$ cat src/hw/rtl/tbdf_pkg.sv
// Package for the texture border dilation fill block: types, constants and helpers.
`timescale 1ns / 1ps
package tbdf_pkg;

  localparam int unsigned MaxSide = 256;
  localparam int unsigned SideW = 9;
  localparam int unsigned PassW = 8;
  localparam int unsigned IdxW = 16;
  localparam int unsigned ColorW = 24;
  localparam int unsigned CfgAddrW = 1;
  localparam int unsigned CfgDataW = 9;

  localparam logic [CfgAddrW-1:0] RegSideLength = 1'd0;
  localparam logic [CfgAddrW-1:0] RegPassCount = 1'd1;

  localparam logic [2:0] DirW = 3'd0;
  localparam logic [2:0] DirNW = 3'd1;
  localparam logic [2:0] DirN = 3'd2;
  localparam logic [2:0] DirNE = 3'd3;
  localparam logic [2:0] DirE = 3'd4;
  localparam logic [2:0] DirSE = 3'd5;
  localparam logic [2:0] DirS = 3'd6;
  localparam logic [2:0] DirSW = 3'd7;

  typedef enum logic [3:0] {
    ST_IDLE,
    ST_READ,
    ST_PASS_START,
    ST_CENTER,
    ST_NEIGH,
    ST_DECIDE,
    ST_FETCH,
    ST_WRITE,
    ST_NEXT,
    ST_CLEAR,
    ST_PASS_END
  } tbdf_state_e;

  // Commands from the controller to the datapath.
  typedef struct packed {
    logic load;
    logic read;
    logic pass_init;
    logic rd_center;
    logic rd_neigh;
    logic neigh_cap;
    logic rd_pick;
    logic wr_fill;
    logic step_pixel;
    logic clear_init;
    logic clear_step;
    logic pass_done;
    logic round_done;
  } tbdf_cmd_t;

  // Status from the datapath to the controller.
  typedef struct packed {
    logic center_cov;
    logic neigh_last;
    logic any_cov;
    logic pixel_last;
    logic clear_last;
    logic passes_left;
  } tbdf_sts_t;

  function automatic logic signed [2:0] dir_dx(input logic [2:0] d);
    logic signed [2:0] r;
    unique case (d)
      DirW, DirNW, DirSW: r = -3'sd1;
      DirN, DirS: r = 3'sd0;
      default: r = 3'sd1;
    endcase
    return r;
  endfunction

  function automatic logic signed [2:0] dir_dy(input logic [2:0] d);
    logic signed [2:0] r;
    unique case (d)
      DirNW, DirN, DirNE: r = -3'sd1;
      DirW, DirE: r = 3'sd0;
      default: r = 3'sd1;
    endcase
    return r;
  endfunction

  // Exact angular sector of the offset sum.
  function automatic logic [2:0] sector_of(input logic signed [4:0] sx,
                                           input logic signed [4:0] sy);
    logic [2:0] r;
    if (sx == 5'sd0 && sy == 5'sd0) r = DirE;
    else if (sy < 5'sd0) begin
      if (sx < 5'sd0) r = (sy > sx) ? DirW : DirNW;
      else if (sx < -sy) r = DirN;
      else r = DirNE;
    end else if (sy == 5'sd0) r = (sx > 5'sd0) ? DirE : DirW;
    else if (sx > 5'sd0) r = (sy < sx) ? DirE : DirSE;
    else if (sy > -sx) r = DirS;
    else r = DirSW;
    return r;
  endfunction

endpackage

$ cat src/hw/rtl/tbdf_ctrl.sv
// Controller state machine for loading, reading and the dilation passes.
`timescale 1ns / 1ps
module tbdf_ctrl (
  input  logic               clk_i,
  input  logic               rst_ni,
  input  logic               start_i,
  input  logic               kind_i,
  input  logic               last_i,
  input  tbdf_pkg::tbdf_sts_t sts_i,
  output tbdf_pkg::tbdf_cmd_t cmd_o,
  output logic               busy_o
);
  import tbdf_pkg::*;

  tbdf_state_e state_q, state_d;

  always_ff @(posedge clk_i or negedge rst_ni) begin
    if (!rst_ni) begin
      state_q <= ST_IDLE;
    end else begin
      state_q <= state_d;
    end
  end

  always_comb begin
    state_d = state_q;
    cmd_o = '0;
    busy_o = (state_q != ST_IDLE);
    unique case (state_q)
      ST_IDLE: begin
        if (start_i) begin
          if (kind_i) begin
            cmd_o.read = 1'b1;
            state_d = ST_READ;
          end else begin
            cmd_o.load = 1'b1;
            if (last_i) state_d = ST_PASS_START;
          end
        end
      end
      ST_READ: state_d = ST_IDLE;
      ST_PASS_START: begin
        if (sts_i.passes_left) begin
          cmd_o.pass_init = 1'b1;
          state_d = ST_CENTER;
        end else begin
          cmd_o.round_done = 1'b1;
          state_d = ST_IDLE;
        end
      end
      ST_CENTER: begin
        cmd_o.rd_center = 1'b1;
        state_d = ST_NEIGH;
      end
      ST_NEIGH: begin
        // The center cover bit read in ST_CENTER shows here.
        if (sts_i.center_cov) begin
          state_d = ST_NEXT;
        end else begin
          cmd_o.rd_neigh = 1'b1;
          state_d = ST_DECIDE;
        end
      end
      ST_DECIDE: begin
        cmd_o.neigh_cap = 1'b1;
        if (sts_i.neigh_last) state_d = ST_FETCH;
        else cmd_o.rd_neigh = 1'b1;
      end
      ST_FETCH: begin
        if (sts_i.any_cov) begin
          cmd_o.rd_pick = 1'b1;
          state_d = ST_WRITE;
        end else begin
          state_d = ST_NEXT;
        end
      end
      ST_WRITE: begin
        cmd_o.wr_fill = 1'b1;
        state_d = ST_NEXT;
      end
      ST_NEXT: begin
        cmd_o.step_pixel = 1'b1;
        if (sts_i.pixel_last) begin
          cmd_o.clear_init = 1'b1;
          state_d = ST_CLEAR;
        end else begin
          state_d = ST_CENTER;
        end
      end
      ST_CLEAR: begin
        cmd_o.clear_step = 1'b1;
        if (sts_i.clear_last) state_d = ST_PASS_END;
      end
      ST_PASS_END: begin
        cmd_o.pass_done = 1'b1;
        state_d = ST_PASS_START;
      end
      default: state_d = ST_IDLE;
    endcase
  end

endmodule

$ cat config.mk
export PLATFORM = sky130hd
export DESIGN_NAME = tbdf_ctrl
export DESIGN_NICKNAME = d
export VERILOG_FILES = /design/src/hw/rtl/tbdf_pkg.sv /design/src/hw/rtl/tbdf_ctrl.sv
export SDC_FILE = /design/constraint.sdc
export NUM_CORES = 1
export LEC_CHECK = 0
export BUFFER_PORTS_ARGS = -buffer_cell sky130_fd_sc_hd__buf_2
export CORE_AREA = 2 2 39 41
export CTS_CLUSTER_DIAMETER = 120
export DETAILED_ROUTE_END_ITERATION = 8
export DIE_AREA = 0 0 41 43
export PLACE_DENSITY = 0.69
export SYNTH_ARGS = -nofsm -noshare
export SYNTH_HDL_FRONTEND = slang
export SYNTH_SLANG_ARGS = --single-unit
$ cat constraint.sdc
create_clock -name clk_i -period 1.5 [get_ports clk_i]
set_input_delay 0.15 -clock clk_i [delete_from_list [all_inputs] [get_ports clk_i]]
set_output_delay 0.15 -clock clk_i [all_outputs]
set_load 0.005 [all_outputs]
==> results.md <==
* Share of post-route cells with drive strength above 1 at 0.527
* Initial DRT Pass Iterations at 4
* H-tree depth at 1
* Clk_lat worst skew at about 0.23 ns
* Grt ovf at 0
* IO buf count at 24
* GRT Util Overall at 0.178
* WS Path Type: reg -> out
* Final Cell Area at ~850 µm²
* Largest regs: state_q (4)
* Fin Clk Skew at 0.00628 ns
* RSZ-0062 raised after global routing: true
* Post-synthesis mux area share at 0.0410
* Relative slew slack at 0.757
* Register share of total power at 0.174
* Pins Over Slew Limit at 0
* Core Box Area at between 1000 and 1500 µm²
* Synth Area in Simple Gates at 0.424
* Std-Cell Rows at 14
* WL met1 at just over 700 µm
* Clk pwr share at 0.077
* Endpoint class of the critical path: primary output
* ANT cells at 0
* Routability congestion estimate at 0.813
* Worst hold stages at 2
* Met3 wire len at 53 µm
* Global-route wire length before repair at ~2.1 mm
* Biggest register: state_q
* Max FFs per register at 4
* Hold EP: state_q[3]
* Commonest cells after routing, fill and taps aside: buf_2 (24), buf_4 (14), nor2_1 (10)
* Synth Cell Area at just over 500 µm²
* Met2 WL at between 800 and 900 µm
* R2r setup slk at 0.10 ns
* Power Total at roughly 0.0017 W
* CP arrival at ~1.3 ns
* Num Clock Sinks at 4
* Worst r2r path cells at 6
* Synth Area in Compound Gates at 0.239
* Via density at 5.32
* Final period utilization at 0.995
* Critical Path Start Type: register
* Iteration-0 DRC Markers at 7
* CP required at 1.35 ns
* Pint at 0.000939 W
* Hold wc startpoint: sts_i[3]
* Endpoints failing setup at 0
* Tmin final at ~1.5 ns
* Fin util at 0.615
* DR WL/cell at between 10 and 15 µm
* Post-synthesis sequential area ratio at 0.193
* YS warnings at 0
* Pin count of the biggest net entering global routing at 11
* Non-filler instance count after layout at ~130
* Via count at 670
* Area grow syn2layout at 63.9%
* PwrDens at about 2000 nW/µm²
* DRC viols at 0
* Top Metal Used: met4
* Commonest non-fill, non-tap cell in the layout: buf_2
* LEAKAGE at 0.406 nW
* Status: completed
* Sw power at roughly 0.00076 W
* Synth Area in XOR/XNOR at 0.0169
* Worst vdd rail ir drop at 1.04 mV
* HPWL Detailed at ~1.1 mm
* Max Root-Sink Buffers at 2
* WL final at about 1.6 mm
* Die Ht at 43 µm
* FF-to-FF Start: state_q[1]
* Hold Fails Final Rpt at 0
* Max Cap Violations at 0
* Nets at about 120
* Post-DRT Antenna Nets at 0
* Unique masters post-synth at 33
* Main combinational cell family by area after synthesis: simple AND/OR/NAND/NOR gates
* Placed Area at 671 µm²
* Cells after Synth at 70
* Worst hold path class: in -> reg
* Clock transition at path regs at 0.04 ns
* Dpl cells at between 100 and 150
* TritonCTS clock tree: done
* Slew @ Worst Pin at roughly 0.36 ns
* Worst reg2reg endpoint: state_q[1]
* Synthesized flop and latch total at 4
* Clock Tree Root: clkbuf_4
* Die width at ~41 µm
* Critical Path Fanout Max at 8
* Sw frac at 0.447
* IO Pins at 25
* Mean area per synthesized cell at 7.42 µm²
* Vias in the first global route at 544
* Post-Synth Adder-Cell Area at 0
* Initial antenna violation count at 0
* Fmax at approximately 0.67 GHz
* Num CTS Buffers at 3
* Logic pwr share at 0.750
* Syn_nets at 81
* Die area at 1760 µm²
* Initial Utilization at 0.375
[what timing repair did]
action | 4_1_cts | 5_1_grt
setup endpoints to repair | 11 | 9
hold buffers | 1 | 0
resized for setup | 6 | 12
setup buffers | 6 | 5
pin swaps | 2 | 3
endpoints found under the hold margin | 4 | 0
cloned | 0 | 0
[power groups by stage]
stage                     Sequential, W  Combinational (W)  Clock [W]
after CTS                      0.000290            0.00101   0.000135
after global placement         0.000308           0.000837          0
final                          0.000295            0.00127   0.000131
after floorplan                0.000198           0.000707          0
after global routing           0.000305            0.00137   0.000150
after detailed placement       0.000310           0.000849          0
[critical path, stage by stage, from the launching register on]
cell     delay [ns]
dfrtp_2        0.46
nor4_4         0.36
and3_1         0.19
buf_2          0.10
[layout make-up]
| type | instances | area (µm²) |
|---|---|---|
| Timing Repair Buffer | 43 | 280 |
| Inverter | 1 | 3.75 |
| Clock buffer | 3 | 22.5 |
| Sequential cell | 4 | 105 |
| Tap cell | 16 | 20.0 |
| Multi-Input combinational cell | 59 | 419 |
| Fill cell | 120 | 533 |
[metal layers]
layer	up-vias	GRT usage
li1	331	-
met1	317	0.201
met2	20	0.303
met3	2	0.0157
met4	0	0.100
met5	-	0
[synthesized netlist by cell type, drive strengths merged]
| library cell | count | area share |
|---|---|---|
| and2 | 1 | 0.012 |
| a21oi | 4 | 0.039 |
| mux2 | 1 | 0.022 |
| xor2 | 1 | 0.017 |
| nor3 | 3 | 0.039 |
| nor2b | 3 | 0.036 |
| o2bb2ai | 2 | 0.034 |
| buf | 6 | 0.079 |
| nand4 | 1 | 0.012 |
| nand2 | 7 | 0.051 |
| nor2 | 10 | 0.072 |
| and3 | 2 | 0.024 |
| nand2b | 4 | 0.063 |
| nor4 | 2 | 0.053 |
| dfrtp | 4 | 0.19 |
| or3b | 1 | 0.017 |
| a22oi | 2 | 0.029 |
| and2b | 1 | 0.014 |
| a2111oi | 1 | 0.019 |
| o21ai | 8 | 0.084 |
| nand3b | 1 | 0.014 |
| mux2i | 1 | 0.019 |
| nor4b | 1 | 0.017 |
| o32ai | 1 | 0.017 |
| inv | 1 | 0.0072 |
| o22a | 1 | 0.017 |
[how the worst max path moves through the flow]
| stage | slack [ns] | endpoint | from | depth (start not counted) |
|---|---|---|---|---|
| after detailed placement | 0.08 | cmd_o[12] | state_q[3] | 5 |
| after global placement | 0.09 | cmd_o[11] | state_q[3] | 4 |
| after CTS | -0.01 | cmd_o[12] | state_q[0] | 4 |
| final | 0.008 | cmd_o[11] | state_q[0] | 3 |
| after floorplan | 0.30 | state_q[0] | state_q[1] | 5 |
| after global routing | -0.11 | cmd_o[12] | state_q[0] | 4 |
[through the flow]
| stage | TNS, ns | hold slack, ns | setup slack, ns |
|---|---|---|---|
| 6_report | 0 | 0.163 | 0.00824 |
| 5_1_grt | -0.274 | 0.179 | -0.115 |
| 4_1_cts | -0.0231 | 0.153 | -0.0145 |
| 3_5_place_dp | 0 | -0.0461 | 0.0754 |
| 3_3_place_gp | 0 | -0.0458 | 0.0934 |
| 2_1_floorplan | 0 | -0.146 | 0.302 |
[logic make-up (layout without fill, tap and decap cells)]
logic type	after synthesis	in the layout
DFF	4	4
AOI/OAI and AO/OA	19	19
xor gates and xnor gates	1	1
muxes	2	2
and+or+nand+nor	37	37
buffers and inverters	7	47
(Power assumes the default switching activity.)
